===== src/design/avbd_pkg.sv =====
package avbd_pkg;

  // Depths of the sample delay line and the two vote windows
  localparam int DELAY_DEPTH = 20;
  localparam int V_WINDOW    = 11;
  localparam int A_WINDOW    = 30;

  // The line keeps one tap fewer than its depth: the current sample is not stored
  localparam int LINE_TAPS   = DELAY_DEPTH - 1;
  localparam int LINE_FILL_W = $clog2(DELAY_DEPTH);

  localparam int V_FILL_W = $clog2(V_WINDOW + 1);
  localparam int V_SUM_W  = $clog2(V_WINDOW + 2);
  localparam int V_HALF   = V_WINDOW / 2;
  localparam int A_FILL_W = $clog2(A_WINDOW + 1);
  localparam int A_SUM_W  = $clog2(A_WINDOW + 2);
  localparam int A_HALF   = A_WINDOW / 2;

  // Field widths
  localparam int SAMPLE_W = 16;
  localparam int THR_W    = 17;
  localparam int POL_W    = 2;
  localparam int LIM_W    = 16;
  localparam int AGE_W    = 32;
  localparam int PROD_W   = SAMPLE_W + POL_W;

  localparam logic [AGE_W-1:0] AGE_MAX = {AGE_W{1'b1}};

  // Bus widths
  localparam int PADDR_W     = 5;
  localparam int PDATA_W     = 32;
  localparam int IN_TDATA_W  = 24;
  localparam int OUT_TDATA_W = 8;
  localparam int OBUF_DEPTH  = 2;

  // Register reset values
  localparam logic signed [THR_W-1:0] V_THR_RST   = 17'sd161;
  localparam logic signed [THR_W-1:0] A_THR_RST   = 17'sd72;
  localparam logic signed [POL_W-1:0] V_POL_RST   = -2'sd1;
  localparam logic signed [POL_W-1:0] A_POL_RST   = 2'sd1;
  localparam logic [LIM_W-1:0]        A_ESC_RST   = 16'd1000;
  localparam logic [LIM_W-1:0]        V_ESC_RST   = 16'd900;
  localparam logic [LIM_W-1:0]        A_BLANK_RST = 16'd30;
  localparam logic [LIM_W-1:0]        V_BLANK_RST = 16'd11;

  typedef enum logic [2:0] {
    REG_V_THR,
    REG_A_THR,
    REG_V_POL,
    REG_A_POL,
    REG_A_ESC,
    REG_V_ESC,
    REG_A_BLANK,
    REG_V_BLANK
  } reg_idx_e;

  typedef enum logic [1:0] {
    BEAT_NONE   = 2'd0,
    BEAT_ATRIAL = 2'd1,
    BEAT_VENT   = 2'd2
  } beat_e;

  typedef enum logic [1:0] {
    STIM_NONE   = 2'd0,
    STIM_ATRIAL = 2'd1,
    STIM_VENT   = 2'd2
  } stim_e;

  typedef struct packed {
    logic signed [THR_W-1:0] v_threshold;
    logic signed [THR_W-1:0] a_threshold;
    logic signed [POL_W-1:0] v_polarity;
    logic signed [POL_W-1:0] a_polarity;
    logic [LIM_W-1:0]        a_escape_limit;
    logic [LIM_W-1:0]        v_escape_limit;
    logic [LIM_W-1:0]        a_capture_blank;
    logic [LIM_W-1:0]        v_capture_blank;
  } cfg_t;

  // Input item, sample in the lowest bits
  typedef struct packed {
    logic                       v_pace_clr;
    logic                       a_pace_clr;
    logic signed [SAMPLE_W-1:0] sample;
  } in_item_t;

  // Result item, beat in the lowest bits
  typedef struct packed {
    stim_e stim;
    beat_e beat;
  } res_item_t;

  localparam int IN_ITEM_W  = $bits(in_item_t);
  localparam int RES_ITEM_W = $bits(res_item_t);

  // Saturating age increment
  function automatic logic [AGE_W-1:0] age_inc(input logic [AGE_W-1:0] age);
    return (age == AGE_MAX) ? age : age + 1'b1;
  endfunction

endpackage


===== src/design/avbd_regs.sv =====
module avbd_regs (
  input  logic                          clk_i,
  input  logic                          rst_ni,
  input  logic                          psel,
  input  logic                          penable,
  input  logic                          pwrite,
  input  logic [avbd_pkg::PADDR_W-1:0]  paddr,
  input  logic [avbd_pkg::PDATA_W-1:0]  pwdata,
  output logic [avbd_pkg::PDATA_W-1:0]  prdata,
  output logic                          pready,
  output avbd_pkg::cfg_t                cfg_o
);

  avbd_pkg::cfg_t   cfg_q;
  avbd_pkg::reg_idx_e idx;
  logic             wr_en;

  assign pready = 1'b1;
  assign idx    = avbd_pkg::reg_idx_e'(paddr[avbd_pkg::PADDR_W-1:2]);
  assign wr_en  = psel & penable & pwrite & pready;
  assign cfg_o  = cfg_q;

  // Write the addressed register in the access cycle
  always_ff @(posedge clk_i or negedge rst_ni) begin
    if (!rst_ni) begin
      cfg_q.v_threshold     <= avbd_pkg::V_THR_RST;
      cfg_q.a_threshold     <= avbd_pkg::A_THR_RST;
      cfg_q.v_polarity      <= avbd_pkg::V_POL_RST;
      cfg_q.a_polarity      <= avbd_pkg::A_POL_RST;
      cfg_q.a_escape_limit  <= avbd_pkg::A_ESC_RST;
      cfg_q.v_escape_limit  <= avbd_pkg::V_ESC_RST;
      cfg_q.a_capture_blank <= avbd_pkg::A_BLANK_RST;
      cfg_q.v_capture_blank <= avbd_pkg::V_BLANK_RST;
    end else if (wr_en) begin
      unique case (idx)
        avbd_pkg::REG_V_THR:   cfg_q.v_threshold     <= pwdata[avbd_pkg::THR_W-1:0];
        avbd_pkg::REG_A_THR:   cfg_q.a_threshold     <= pwdata[avbd_pkg::THR_W-1:0];
        avbd_pkg::REG_V_POL:   cfg_q.v_polarity      <= pwdata[avbd_pkg::POL_W-1:0];
        avbd_pkg::REG_A_POL:   cfg_q.a_polarity      <= pwdata[avbd_pkg::POL_W-1:0];
        avbd_pkg::REG_A_ESC:   cfg_q.a_escape_limit  <= pwdata[avbd_pkg::LIM_W-1:0];
        avbd_pkg::REG_V_ESC:   cfg_q.v_escape_limit  <= pwdata[avbd_pkg::LIM_W-1:0];
        avbd_pkg::REG_A_BLANK: cfg_q.a_capture_blank <= pwdata[avbd_pkg::LIM_W-1:0];
        avbd_pkg::REG_V_BLANK: cfg_q.v_capture_blank <= pwdata[avbd_pkg::LIM_W-1:0];
        default: ;
      endcase
    end
  end

  // Read back, signed registers sign-extended
  always_comb begin
    unique case (idx)
      avbd_pkg::REG_V_THR: prdata = {{(avbd_pkg::PDATA_W - avbd_pkg::THR_W)
                                      {cfg_q.v_threshold[avbd_pkg::THR_W-1]}},
                                     cfg_q.v_threshold};
      avbd_pkg::REG_A_THR: prdata = {{(avbd_pkg::PDATA_W - avbd_pkg::THR_W)
                                      {cfg_q.a_threshold[avbd_pkg::THR_W-1]}},
                                     cfg_q.a_threshold};
      avbd_pkg::REG_V_POL: prdata = {{(avbd_pkg::PDATA_W - avbd_pkg::POL_W)
                                      {cfg_q.v_polarity[avbd_pkg::POL_W-1]}},
                                     cfg_q.v_polarity};
      avbd_pkg::REG_A_POL: prdata = {{(avbd_pkg::PDATA_W - avbd_pkg::POL_W)
                                      {cfg_q.a_polarity[avbd_pkg::POL_W-1]}},
                                     cfg_q.a_polarity};
      avbd_pkg::REG_A_ESC:   prdata = avbd_pkg::PDATA_W'(cfg_q.a_escape_limit);
      avbd_pkg::REG_V_ESC:   prdata = avbd_pkg::PDATA_W'(cfg_q.v_escape_limit);
      avbd_pkg::REG_A_BLANK: prdata = avbd_pkg::PDATA_W'(cfg_q.a_capture_blank);
      avbd_pkg::REG_V_BLANK: prdata = avbd_pkg::PDATA_W'(cfg_q.v_capture_blank);
      default:               prdata = '0;
    endcase
  end

endmodule


===== src/design/avbd_in_reg.sv =====
module avbd_in_reg (
  input  logic                              clk_i,
  input  logic                              rst_ni,
  input  logic                              s_axis_tvalid,
  output logic                              s_axis_tready,
  // tdata: sample[15:0], a_pace_clr[16], v_pace_clr[17], zero pad
  input  logic [avbd_pkg::IN_TDATA_W-1:0]   s_axis_tdata,
  input  logic                              take_i,
  output logic                              valid_o,
  output avbd_pkg::in_item_t                item_o
);

  logic               valid_q;
  avbd_pkg::in_item_t item_q;
  logic               accept;

  // Refill whenever the held item leaves this cycle or the stage is empty
  assign s_axis_tready = !valid_q || take_i;
  assign accept        = s_axis_tvalid && s_axis_tready;
  assign valid_o       = valid_q;
  assign item_o        = item_q;

  always_ff @(posedge clk_i or negedge rst_ni) begin
    if (!rst_ni) begin
      valid_q <= 1'b0;
    end else if (s_axis_tready) begin
      valid_q <= s_axis_tvalid;
    end
  end

  // Capture the payload
  always_ff @(posedge clk_i) begin
    if (accept) begin
      item_q <= avbd_pkg::in_item_t'(s_axis_tdata[avbd_pkg::IN_ITEM_W-1:0]);
    end
  end

endmodule


===== src/design/avbd_detect.sv =====
module avbd_detect (
  input  logic                clk_i,
  input  logic                rst_ni,
  input  avbd_pkg::cfg_t      cfg_i,
  input  logic                fire_i,
  input  avbd_pkg::in_item_t  item_i,
  output avbd_pkg::res_item_t res_o
);

  // Delay line taps: tap k holds the sample from k+1 items back
  logic signed [avbd_pkg::SAMPLE_W-1:0] line_q [avbd_pkg::LINE_TAPS];
  logic [avbd_pkg::LINE_FILL_W-1:0]     line_fill_q, line_fill_d;

  logic [avbd_pkg::V_WINDOW-1:0] v_bits_q, v_bits_d;
  logic [avbd_pkg::V_FILL_W-1:0] v_fill_q, v_fill_d;
  logic [avbd_pkg::V_SUM_W-1:0]  v_sum_q, v_sum_d;
  logic [avbd_pkg::A_WINDOW-1:0] a_bits_q, a_bits_d;
  logic [avbd_pkg::A_FILL_W-1:0] a_fill_q, a_fill_d;
  logic [avbd_pkg::A_SUM_W-1:0]  a_sum_q, a_sum_d;

  logic [avbd_pkg::AGE_W-1:0] a_beat_age_q, a_beat_age_d;
  logic [avbd_pkg::AGE_W-1:0] v_beat_age_q, v_beat_age_d;
  logic [avbd_pkg::AGE_W-1:0] v_fall_age_q, v_fall_age_d;
  logic [avbd_pkg::AGE_W-1:0] a_stim_age_q, a_stim_age_d;
  logic [avbd_pkg::AGE_W-1:0] v_stim_age_q, v_stim_age_d;
  logic                       v_active_q, v_active_d;
  logic                       a_active_q, a_active_d;

  logic                                 line_full;
  logic signed [avbd_pkg::SAMPLE_W-1:0] oldest;
  logic signed [avbd_pkg::PROD_W-1:0]   v_prod, a_prod;
  logic                                 v_bit, a_bit;
  logic                                 v_full, a_full;
  logic [avbd_pkg::V_SUM_W-1:0]         v_count;
  logic [avbd_pkg::A_SUM_W-1:0]         a_count;
  logic                                 v_up, a_up, v_rise, v_fall, a_rise;
  logic [avbd_pkg::AGE_W-1:0]           age_tmp;

  // Oldest sample, zero until the line has filled
  assign line_full = (line_fill_q == avbd_pkg::LINE_FILL_W'(avbd_pkg::LINE_TAPS));
  assign oldest    = line_full ? line_q[avbd_pkg::LINE_TAPS-1] : '0;
  assign line_fill_d = line_full ? line_fill_q : line_fill_q + 1'b1;

  // Polarity and threshold
  assign v_prod = $signed(cfg_i.v_polarity) * $signed(item_i.sample);
  assign a_prod = $signed(cfg_i.a_polarity) * $signed(oldest);
  assign v_bit  = (v_prod > cfg_i.v_threshold);
  assign a_bit  = (a_prod > cfg_i.a_threshold);

  // Ventricular vote window
  assign v_full   = (v_fill_q == avbd_pkg::V_FILL_W'(avbd_pkg::V_WINDOW));
  assign v_count  = v_sum_q + avbd_pkg::V_SUM_W'(v_bit);
  assign v_sum_d  = v_count
                  - avbd_pkg::V_SUM_W'(v_full & v_bits_q[avbd_pkg::V_WINDOW-1]);
  assign v_fill_d = v_full ? v_fill_q : v_fill_q + 1'b1;

  // Atrial vote window
  assign a_full   = (a_fill_q == avbd_pkg::A_FILL_W'(avbd_pkg::A_WINDOW));
  assign a_count  = a_sum_q + avbd_pkg::A_SUM_W'(a_bit);
  assign a_sum_d  = a_count
                  - avbd_pkg::A_SUM_W'(a_full & a_bits_q[avbd_pkg::A_WINDOW-1]);
  assign a_fill_d = a_full ? a_fill_q : a_fill_q + 1'b1;

  // Shift the new vote bits in
  always_comb begin
    v_bits_d[0] = v_bit;
    for (int k = 1; k < avbd_pkg::V_WINDOW; k++) begin
      v_bits_d[k] = v_bits_q[k-1];
    end
    a_bits_d[0] = a_bit;
    for (int k = 1; k < avbd_pkg::A_WINDOW; k++) begin
      a_bits_d[k] = a_bits_q[k-1];
    end
  end

  // Edge detection and ages
  always_comb begin
    age_tmp      = item_i.a_pace_clr ? '0 : a_stim_age_q;
    a_stim_age_d = avbd_pkg::age_inc(age_tmp);
    age_tmp      = item_i.v_pace_clr ? '0 : v_stim_age_q;
    v_stim_age_d = avbd_pkg::age_inc(age_tmp);

    v_up         = (v_count > avbd_pkg::V_SUM_W'(avbd_pkg::V_HALF));
    v_rise       = v_up && !v_active_q;
    v_fall       = !v_up && v_active_q;
    v_active_d   = v_up;
    v_beat_age_d = v_rise ? '0 : avbd_pkg::age_inc(v_beat_age_q);
    v_fall_age_d = v_fall ? '0 : avbd_pkg::age_inc(v_fall_age_q);

    // Atrial rise only counts while the last ventricular fall is newer than its last rise
    a_up         = (a_count > avbd_pkg::A_SUM_W'(avbd_pkg::A_HALF))
                   && (v_beat_age_d > v_fall_age_d);
    a_rise       = a_up && !a_active_q;
    a_active_d   = a_up;
    a_beat_age_d = a_rise ? '0 : avbd_pkg::age_inc(a_beat_age_q);
  end

  // Beat report and stimulus request, ventricular first
  always_comb begin
    priority if (v_rise) begin
      res_o.beat = avbd_pkg::BEAT_VENT;
    end else if (a_rise) begin
      res_o.beat = avbd_pkg::BEAT_ATRIAL;
    end else begin
      res_o.beat = avbd_pkg::BEAT_NONE;
    end

    priority if (v_beat_age_d > a_beat_age_d
                 && a_beat_age_d > avbd_pkg::AGE_W'(cfg_i.v_escape_limit)
                 && v_stim_age_d > avbd_pkg::AGE_W'(cfg_i.v_capture_blank)) begin
      res_o.stim = avbd_pkg::STIM_VENT;
    end else if (a_beat_age_d > avbd_pkg::AGE_W'(cfg_i.a_escape_limit)
                 && a_stim_age_d > avbd_pkg::AGE_W'(cfg_i.a_capture_blank)) begin
      res_o.stim = avbd_pkg::STIM_ATRIAL;
    end else begin
      res_o.stim = avbd_pkg::STIM_NONE;
    end
  end

  // Control state
  always_ff @(posedge clk_i or negedge rst_ni) begin
    if (!rst_ni) begin
      line_fill_q  <= '0;
      v_fill_q     <= '0;
      v_sum_q      <= '0;
      a_fill_q     <= '0;
      a_sum_q      <= '0;
      a_beat_age_q <= '0;
      v_beat_age_q <= '0;
      v_fall_age_q <= '0;
      a_stim_age_q <= '0;
      v_stim_age_q <= '0;
      v_active_q   <= 1'b0;
      a_active_q   <= 1'b0;
    end else if (fire_i) begin
      line_fill_q  <= line_fill_d;
      v_fill_q     <= v_fill_d;
      v_sum_q      <= v_sum_d;
      a_fill_q     <= a_fill_d;
      a_sum_q      <= a_sum_d;
      a_beat_age_q <= a_beat_age_d;
      v_beat_age_q <= v_beat_age_d;
      v_fall_age_q <= v_fall_age_d;
      a_stim_age_q <= a_stim_age_d;
      v_stim_age_q <= v_stim_age_d;
      v_active_q   <= v_active_d;
      a_active_q   <= a_active_d;
    end
  end

  // Sample taps and vote bits, read only once filled
  always_ff @(posedge clk_i) begin
    if (fire_i) begin
      line_q[0] <= item_i.sample;
      for (int k = 1; k < avbd_pkg::LINE_TAPS; k++) begin
        line_q[k] <= line_q[k-1];
      end
      v_bits_q <= v_bits_d;
      a_bits_q <= a_bits_d;
    end
  end

endmodule


===== src/design/avbd_out_buf.sv =====
module avbd_out_buf (
  input  logic                              clk_i,
  input  logic                              rst_ni,
  input  logic                              push_i,
  input  avbd_pkg::res_item_t               item_i,
  output logic                              full_o,
  output logic                              m_axis_tvalid,
  input  logic                              m_axis_tready,
  // tdata: beat[1:0], stim[3:2], zero pad
  output logic [avbd_pkg::OUT_TDATA_W-1:0]  m_axis_tdata
);

  localparam int CNT_W = $clog2(avbd_pkg::OBUF_DEPTH + 1);
  localparam int PTR_W = $clog2(avbd_pkg::OBUF_DEPTH);

  avbd_pkg::res_item_t mem_q [avbd_pkg::OBUF_DEPTH];
  logic [PTR_W-1:0]    wr_ptr_q, rd_ptr_q;
  logic [CNT_W-1:0]    cnt_q;
  logic                pop;

  assign pop           = m_axis_tvalid && m_axis_tready;
  assign full_o        = (cnt_q == CNT_W'(avbd_pkg::OBUF_DEPTH));
  assign m_axis_tvalid = (cnt_q != '0);
  assign m_axis_tdata  = avbd_pkg::OUT_TDATA_W'(mem_q[rd_ptr_q]);

  // Advance pointers and count
  always_ff @(posedge clk_i or negedge rst_ni) begin
    if (!rst_ni) begin
      wr_ptr_q <= '0;
      rd_ptr_q <= '0;
      cnt_q    <= '0;
    end else begin
      if (push_i) begin
        wr_ptr_q <= (wr_ptr_q == PTR_W'(avbd_pkg::OBUF_DEPTH - 1)) ? '0 : wr_ptr_q + 1'b1;
      end
      if (pop) begin
        rd_ptr_q <= (rd_ptr_q == PTR_W'(avbd_pkg::OBUF_DEPTH - 1)) ? '0 : rd_ptr_q + 1'b1;
      end
      if (push_i && !pop) begin
        cnt_q <= cnt_q + 1'b1;
      end else if (pop && !push_i) begin
        cnt_q <= cnt_q - 1'b1;
      end
    end
  end

  // Store the result item
  always_ff @(posedge clk_i) begin
    if (push_i) begin
      mem_q[wr_ptr_q] <= item_i;
    end
  end

endmodule


===== src/design/atrial_ventricular_beat_detector_core.sv =====
// An input item waits in the input register while the output buffer is full,
// and its result is stored in the output buffer. Throughput: one item per
// cycle while the output buffer has room; the single pass through the detect
// stage sets the figure, and a two-entry output buffer keeps input flowing
// while a result waits. Reset (rst_ni low, asynchronous) clears ages, vote
// sums, fill counts and handshake state and loads the register defaults.
module atrial_ventricular_beat_detector_core (
  input  logic                              clk_i,
  input  logic                              rst_ni,
  input  logic                              s_axis_tvalid,
  output logic                              s_axis_tready,
  // tdata: sample[15:0], a_pace_clr[16], v_pace_clr[17], zero pad
  input  logic [avbd_pkg::IN_TDATA_W-1:0]   s_axis_tdata,
  output logic                              m_axis_tvalid,
  input  logic                              m_axis_tready,
  // tdata: beat[1:0], stim[3:2], zero pad
  output logic [avbd_pkg::OUT_TDATA_W-1:0]  m_axis_tdata,
  input  logic                              psel,
  input  logic                              penable,
  input  logic                              pwrite,
  input  logic [avbd_pkg::PADDR_W-1:0]      paddr,
  input  logic [avbd_pkg::PDATA_W-1:0]      pwdata,
  output logic [avbd_pkg::PDATA_W-1:0]      prdata,
  output logic                              pready
);

  avbd_pkg::cfg_t      cfg;
  avbd_pkg::in_item_t  in_item;
  avbd_pkg::res_item_t res_item;
  logic                in_valid;
  logic                obuf_full;
  logic                fire;

  // Process the held item whenever the output buffer has room
  assign fire = in_valid && !obuf_full;

  avbd_regs u_regs (
    .clk_i   (clk_i),
    .rst_ni  (rst_ni),
    .psel    (psel),
    .penable (penable),
    .pwrite  (pwrite),
    .paddr   (paddr),
    .pwdata  (pwdata),
    .prdata  (prdata),
    .pready  (pready),
    .cfg_o   (cfg)
  );

  avbd_in_reg u_in_reg (
    .clk_i         (clk_i),
    .rst_ni        (rst_ni),
    .s_axis_tvalid (s_axis_tvalid),
    .s_axis_tready (s_axis_tready),
    .s_axis_tdata  (s_axis_tdata),
    .take_i        (fire),
    .valid_o       (in_valid),
    .item_o        (in_item)
  );

  avbd_detect u_detect (
    .clk_i  (clk_i),
    .rst_ni (rst_ni),
    .cfg_i  (cfg),
    .fire_i (fire),
    .item_i (in_item),
    .res_o  (res_item)
  );

  avbd_out_buf u_out_buf (
    .clk_i         (clk_i),
    .rst_ni        (rst_ni),
    .push_i        (fire),
    .item_i        (res_item),
    .full_o        (obuf_full),
    .m_axis_tvalid (m_axis_tvalid),
    .m_axis_tready (m_axis_tready),
    .m_axis_tdata  (m_axis_tdata)
  );

  // Input stage always drains when the output buffer has room
  assert property (@(posedge clk_i) disable iff (!rst_ni)
    !obuf_full |-> s_axis_tready)
    else $error("input stalled with room in output buffer");

  // A processed item always lands in the output buffer on the next cycle
  assert property (@(posedge clk_i) disable iff (!rst_ni)
    fire |=> m_axis_tvalid)
    else $error("processed item not offered");

  // Beat and stimulus codes stay in range
  assert property (@(posedge clk_i) disable iff (!rst_ni)
    m_axis_tvalid |-> (m_axis_tdata[1:0] != 2'd3) && (m_axis_tdata[3:2] != 2'd3))
    else $error("result code out of range");

endmodule


===== config.mk =====
export PLATFORM = sky130hd
export DESIGN_NAME = atrial_ventricular_beat_detector_core
export DESIGN_NICKNAME = d
export VERILOG_FILES = /design/src/design/avbd_pkg.sv /design/src/design/avbd_regs.sv /design/src/design/avbd_in_reg.sv /design/src/design/avbd_detect.sv /design/src/design/avbd_out_buf.sv /design/src/design/atrial_ventricular_beat_detector_core.sv
export SDC_FILE = /design/constraint.sdc
export NUM_CORES = 1
export LEC_CHECK = 0
export BUFFER_PORTS_ARGS = -buffer_cell sky130_fd_sc_hd__buf_4
export CAP_MARGIN = 5
export CORE_MARGIN = 2
export CORE_UTILIZATION = 35
export DETAILED_ROUTE_END_ITERATION = 10
export HOLD_SLACK_MARGIN = 0.05
export SLEW_MARGIN = 20
export SYNTH_ARGS = -nofsm -noshare
export SYNTH_HDL_FRONTEND = slang
export SYNTH_SLANG_ARGS = --single-unit
export TNS_END_PERCENT = 1

===== constraint.sdc =====
create_clock -name clk_i -period 23.6 [get_ports clk_i]
set_clock_uncertainty 0.2 [all_clocks]
set_input_delay 1.18 -clock clk_i [delete_from_list [all_inputs] [get_ports clk_i]]
set_output_delay 1.18 -clock clk_i [all_outputs]
set_load 0.02 [all_outputs]

==> run metrics, run 1 <==
status complete, no violations; critical path's most frequent cell ha_1; CP arrival 13.11 ns; Leak 16.23 nW; top post-synthesis cells by area edfxtp_1 32%, dfrtp_1 19%, ha_1 8.7%, nand2_1 5.6%, o21ai_0 4.2%; Netlist cell types 85; Root Buffer clkbuf_16; dpl hpwl 50,330 um; Syn Std Cell Area 34,380 sq um; vias per std cell 5.027; buffers added on ports 82; initial drt markers 1,583; grt ovf 0; max incr delay on CP 0.75 ns; ys async rst share 0.4404; Post-Route WL 73,530 um; WL/cell 15.96 um; initial antenna violation count 2; part of the Yosys area used for sequential elements 0.5375; num rows 114; Hold Buf Count CTS 0; area of the multi-input gates 14,740 sq um; post_cts resized 0; Slew @ Worst Pin 1.053 ns; syn_area_per_cell 10.60 sq um; Starting Density 0.3545; Area Growth Syn to Fin 12.24%; Max-cap violations 0; Die X 317.4 um; post-synthesis cell count 3,242; largest net degree at the start of global routing 206; fin crit share 0.5490; area of all sequential standard cells 18,480 sq um; NumNets Final 3,584; unrepaired setup endpoints after global routing false; Ys Warns 0; fin worst setup slack 10.64 ns; PwrDens 100.9 nW/um^2; final hold viol count 0; Slew Limit Fails 0; clock period minus worst slack 12.96 ns; total number of vias 23.16k; # diodes 0; Post-CTS Setup Bufs 0; CTS tree done; # fillers 9,431; WP data required 23.75 ns; Most used DFF post-synth edfxtp_1; Setup crit start kind register; Reg clk slew, reported paths 0.06 ns; share of cells above drive strength 1 0.09700; peak supply drop 0.07138 mV; Setup Crit Path Kind reg -> reg; Crit. End Element register; highest clock rate 0.07718 GHz; Yosys top cell area share 0.3240; CTS Buf Count 72; Commonest cells post-synth 511 x nand2_1, 371 x edfxtp_1, 290 x o21ai_0; worst hold path type reg -> reg; most common cell in the netlist nand2_1; deepest clock path buffer count 3; slew margin rel. 0.2979; chip height 317.4 um; Remaining DRCs 0; Max FO, Critical Path 28; Routed Antenna Nets 0; Die ar. 100,800 sq um; Slowest cell on crit path nand2_1; H-Tree Depth 3; Final setup viols 0; Total GRT Usage 0.1446; Clock Latency Late Sink 0.63 ns; Post-synth EDFFs 371; dominant cell type by area after synthesis edfxtp_1; dpl ws 10.71 ns; vias in the first global route 21.39k; CTS sink cnt 663; setup total negative slack 0 ns; IO Pins 111; first-pass GRT wire length 118,300 um; CORE AREA 96,990 sq um; DRT Pass-1 Iters 5; gpl congestion 0.8218; Seq cells post-synth 663
==> per-layer routing <==
metal,global-route usage,share of wire,up-vias
li1,-,-,11554
met1,0.2168,0.50,11062
met2,0.2117,0.43,440
met3,0.02660,0.052,97
met4,0.04159,0.022,2
met5,0,0.00016,-
==> report_power, final <==
| group | leakage, nW | internal (mW) | switching (mW) | total, mW |
|---|---|---|---|---|
| clock | 1.15 | 0.653 | 0.471 | 1.12 |
| sequential | 7.30 | 1.70 | 0.139 | 1.84 |
| combinational | 7.78 | 0.312 | 0.618 | 0.930 |
==> worst max-delay path, delay by kind of cell (launching register included) <==
| family | cells | cell delay [ns] |
|---|---|---|
| flip-flops | 1 | 0.54 |
| AO/OA/AOI/OAI | 19 | 4.60 |
| AND/OR/NAND/NOR | 16 | 4.41 |
| adder cells (fa/ha/maj) | 7 | 2.05 |
| buffers and inverters | 2 | 0.56 |
| XOR/XNOR | 2 | 0.26 |
==> per-stage QoR <==
stage               area, sq um  power (mW)    util  hold WS (ns)  cells
global route              38590       4.142  0.3978        0.2178   4606
finish                    38590       3.892  0.3978        0.2094   4606
detailed placement        36180       2.788  0.3730        0.2045   4473
global placement          36180       2.757  0.3730        0.2005   4473
floorplan                 34390       2.577       -        0.2003   3245
CTS                       38560       3.938  0.3975        0.2149   4605
==> sequential cells by signal, summed over array words and instances (netlist names), 2 cells and up <==
signal,flops
u_in_reg.item_o,18
u_detect.a_fill_q,5
u_detect.line_fill_q,5
u_detect.v_beat_age_q,32
u_detect.v_fall_age_q,32
u_detect.v_fill_q,4
u_detect.v_bits_q,11
u_detect.a_beat_age_q,32
u_detect.line_q,304
u_out_buf.cnt_q,2
u_detect.a_stim_age_q,32
u_detect.a_bits_q,30
u_out_buf.mem_q,8
u_detect.v_sum_q,4
u_regs.cfg_o,102
u_detect.a_sum_q,5
u_detect.v_stim_age_q,32
==> kinds of logic after synthesis <==
group	share of synthesized area
compound gates	0.1023
xor+xnor	0.04866
fa+ha+maj	0.08967
buf+inv	0.03541
flops	0.5375
mux	0.01732
other cells	0.0002184
simple gates	0.1690
==> worst paths after layout <==
kind                                    startpoint                         to  slack [ns]  cells past startpoint
hold reg to reg            u_detect.line_q[17][13]    u_detect.line_q[18][13]        0.21                      0
hold / removal             u_detect.line_q[17][13]    u_detect.line_q[18][13]        0.21                      0
setup reg to reg                  u_regs.cfg_o[67]      u_out_buf.mem_q[0][2]       10.64                     46
setup / recovery                  u_regs.cfg_o[67]      u_out_buf.mem_q[0][2]       10.64                     46
min in group asynchronous                   rst_ni  u_detect.v_fall_age_q[17]        0.40                      1
max in group asynchronous                   rst_ni  u_detect.v_beat_age_q[30]       21.44                      2
==> layout by cell type (no fill, tap or decap), types with 19 or more instances in the layout <==
cell type  Yosys  routed
a21o_1        47      47
clkbuf_16      0      72
xnor2_1      108     108
nor2_1       204     201
nor3_1        53      49
nand4_1       69      69
nor2b_1       35      35
ha_1         240     240
o21a_1        21      21
clkbuf_1     110      24
xor2_1        83      83
mux2i_1       19      19
and3_1        69      69
inv_1        147     147
buf_4         20     100
dfstp_2       25      25
mux2_2        22      22
edfxtp_1     371     371
and4_1        27      27
nand2_1      511     510
o21ai_0      290     290
dfrtp_1      267     267
a21oi_1      107     107
and2_1        34      34
o31ai_1       24      24
nand3_1       88      88
or2_2         34      34
==> cell type report <==
type / instances / share of cell area
Clock buffer: 107 / 0.05295
Multi-Input combinational cell: 2282 / 0.3819
Timing Repair Buffer: 104 / 0.02160
Sequential cell: 663 / 0.4789
Clock inverter: 25 / 0.008625
Inverter: 149 / 0.01469
Tap cell: 1276 / 0.04137
Note: power is estimated with default switching activity, not from simulation.
==> run 2: changes to the inputs <==
==> constraint.sdc (replaced) <==
create_clock -name clk_i -period 12.7 [get_ports clk_i]
set_clock_uncertainty 0.2 [all_clocks]
set_input_delay 0.635 -clock clk_i [delete_from_list [all_inputs] [get_ports clk_i]]
set_output_delay 0.635 -clock clk_i [all_outputs]
set_load 0.02 [all_outputs]
==> run 2 against run 1 <==
- core utilization increased by 0.34 points
- sequential share of layout area down 0.40 points
- critical path depth grew 2
- first-iteration DRC count rose by 8.8%
- total power is 89% higher
- non-clock buffer count is 30 higher
- combinational power is 87% higher
- register-to-register slack worse by 9.7 ns
- critical path type unchanged
- critical endpoint unchanged
- largest cell class unchanged
- highest routed layer is now met4
==> run metrics, run 2 (synthesis gave the netlist of run 1 again) <==
largest net degree at the start of global routing 141 (-32%); CORE AREA 96,990 sq um (unchanged); CTS tree done; hold_ws 0.08027 ns (-0.1291 ns); CTS Buf Count 71 (-1.4%); post-layout util 0.4012 (+0.003367); Routed Antenna Nets 0 (unchanged); Max FO, Critical Path 27 (-3.6%); Setup Crit Path Kind reg -> reg; Die ar. 100,800 sq um (unchanged); first-pass GRT wire length 120,500 um (+1.8%); final hold viol count 0 (unchanged); Post-CTS Setup Bufs 0 (unchanged); highest clock rate 0.08506 GHz (+10%); Max-cap violations 0 (unchanged); peak supply drop 0.1525 mV (+110%); Slew Limit Fails 0 (unchanged); unrepaired setup endpoints after global routing false; Setup crit start kind register; area of the multi-input gates 14,760 sq um (+0.14%); worst hold path type in -> reg; Area Growth Syn to Fin 13.19%; DRT Pass-1 Iters 5 (unchanged); dpl hpwl 51,870 um (+3.1%); dpl ws 0.7150 ns (-9.998 ns); WP data required 12.88 ns (-10.87 ns); Total GRT Usage 0.1475 (+0.002964); Finished Layout Cells 4,631 (+0.54%); Final Instance Area 38,910 sq um (+0.85%); IO Pins 111 (unchanged); slew margin rel. 0.3279 (+0.02997); total number of vias 23.42k (+1.2%); buffers added on ports 82 (unchanged); CP arrival 11.94 ns (-1.17 ns); commonest non-fill, non-tap cell in the layout nand2_1; status complete, no violations; Clock Latency Late Sink 0.64 ns (about the same); fin crit share 0.9257 (+0.3767); area of all sequential standard cells 18,480 sq um (unchanged); Starting Density 0.3545 (unchanged); Crit. End Element register; initial drt markers 1,722 (+8.8%); total power 7.345 mW (+89%); vias in the first global route 21.75k (+1.7%); max incr delay on CP 0.63 ns (-0.12 ns); Die X 317.4 um (unchanged); Placed Instances 4,480 (+0.16%); grt ovf 0 (unchanged); max FFs per register 304 (unchanged); Leak 16.36 nW (+0.82%); Root Buffer clkbuf_16; Remaining DRCs 0 (unchanged); initial antenna violation count 1 (-1); critical path's most frequent cell ha_1; Top reg by flops u_detect.line_q; chip height 317.4 um (unchanged); fin worst setup slack 0.9435 ns (-9.699 ns); vias per std cell 5.058 (+0.62%); Final setup viols 0 (unchanged); share of cells above drive strength 1 0.1010 (+0.004046); flop2flop setup slack 0.94 ns (-9.70 ns); CTS sink cnt 663 (unchanged); num rows 114 (unchanged); H-Tree Depth 3 (unchanged); clock period minus worst slack 11.76 ns (-1.201 ns); deepest clock path buffer count 3 (unchanged); PwrDens 188.8 nW/um^2 (+87%); commonest non-fill, non-tap cells in the layout 510 x nand2_1, 371 x edfxtp_1, 290 x o21ai_0, 267 x dfrtp_1, 240 x ha_1; Slew @ Worst Pin 1.008 ns (-0.04496 ns); # fillers 9,319 (-1.2%); WL/cell 16.24 um (+1.7%); NumNets Final 3,614 (+0.84%); # diodes 0 (unchanged); placed cell area 36,210 sq um (about the same); setup total negative slack 0 ns (unchanged); Slowest cell on crit path or4_1; gpl congestion 0.8355 (+1.7%); Post-Route WL 75,200 um (+2.3%); Reg clk slew, reported paths 0.06 ns (about the same)
-- run 2: cell count changes in the layout (fill, tap and decap cells not counted), moves of 3 or more --
cell           delta
buf_4             +9
clkinvlp_4        +6
clkbuf_1         -14
clkinv_4          +3
dlygate4sd3_1    +24
bufinv_16         +6
clkbuf_8          -8
-- run 2: path summary, 6_finish.rpt --
kind / endpoint / startpoint / cells after the start
worst max-delay path: u_out_buf.mem_q[0][2] / u_regs.cfg_o[67] / 48
worst min-delay path: u_regs.cfg_o[57] / pwdata[9] / 3
worst max register to register: u_out_buf.mem_q[0][2] / u_regs.cfg_o[67] / 48
worst min register to register: u_detect.line_q[8][13] / u_detect.line_q[7][13] / 0
max in group asynchronous: u_detect.a_stim_age_q[6] / rst_ni / 4
min in group asynchronous: u_detect.v_fall_age_q[26] / rst_ni / 2
-- run 2: final cells by class --
type | count | area share
clock buffers | 84 | 0.04768
clock inverters | 42 | 0.01505
inverters | 149 | 0.01457
multi-input cells | 2283 | 0.3792
flip-flops and latches | 663 | 0.4749
well taps | 1276 | 0.04103
repair buffers | 134 | 0.02759
-- run 2: metal layers --
metal,share of wire,track usage,vias up
met5,0,0,-
met4,0.024,0.04063,0
met3,0.058,0.02838,104
met2,0.42,0.2172,518
met1,0.49,0.2203,11173
li1,-,-,11629
-- run 2: power by group --
| group | leakage, nW | switching [mW] | internal [mW] |
|---|---|---|---|
| clock network | 1.17 | 0.913 | 1.27 |
| registers | 7.30 | 0.263 | 3.16 |
| logic | 7.90 | 1.16 | 0.584 |
| total | 16.4 | 2.33 | 5.01 |
-- run 2: what timing repair did --
| item | CTS | global route |
|---|---|---|
| hold endpoints to repair | 62 | 0 |
| endpoints found under the setup margin | 0 | 4 |
| resized for setup | 0 | 2 |
| hold buffers | 24 | 0 |
-- run 2: worst max-delay path, delay by kind of cell (launching register included) --
kind | cells | cell delay, ns
xor gates and xnor gates | 2 | 0.31
buffers and inverters | 3 | 0.88
adders and majority gates | 8 | 2.14
AOI/OAI and AO/OA | 19 | 4.03
and+or+nand+nor | 16 | 3.37
DFF | 1 | 0.54
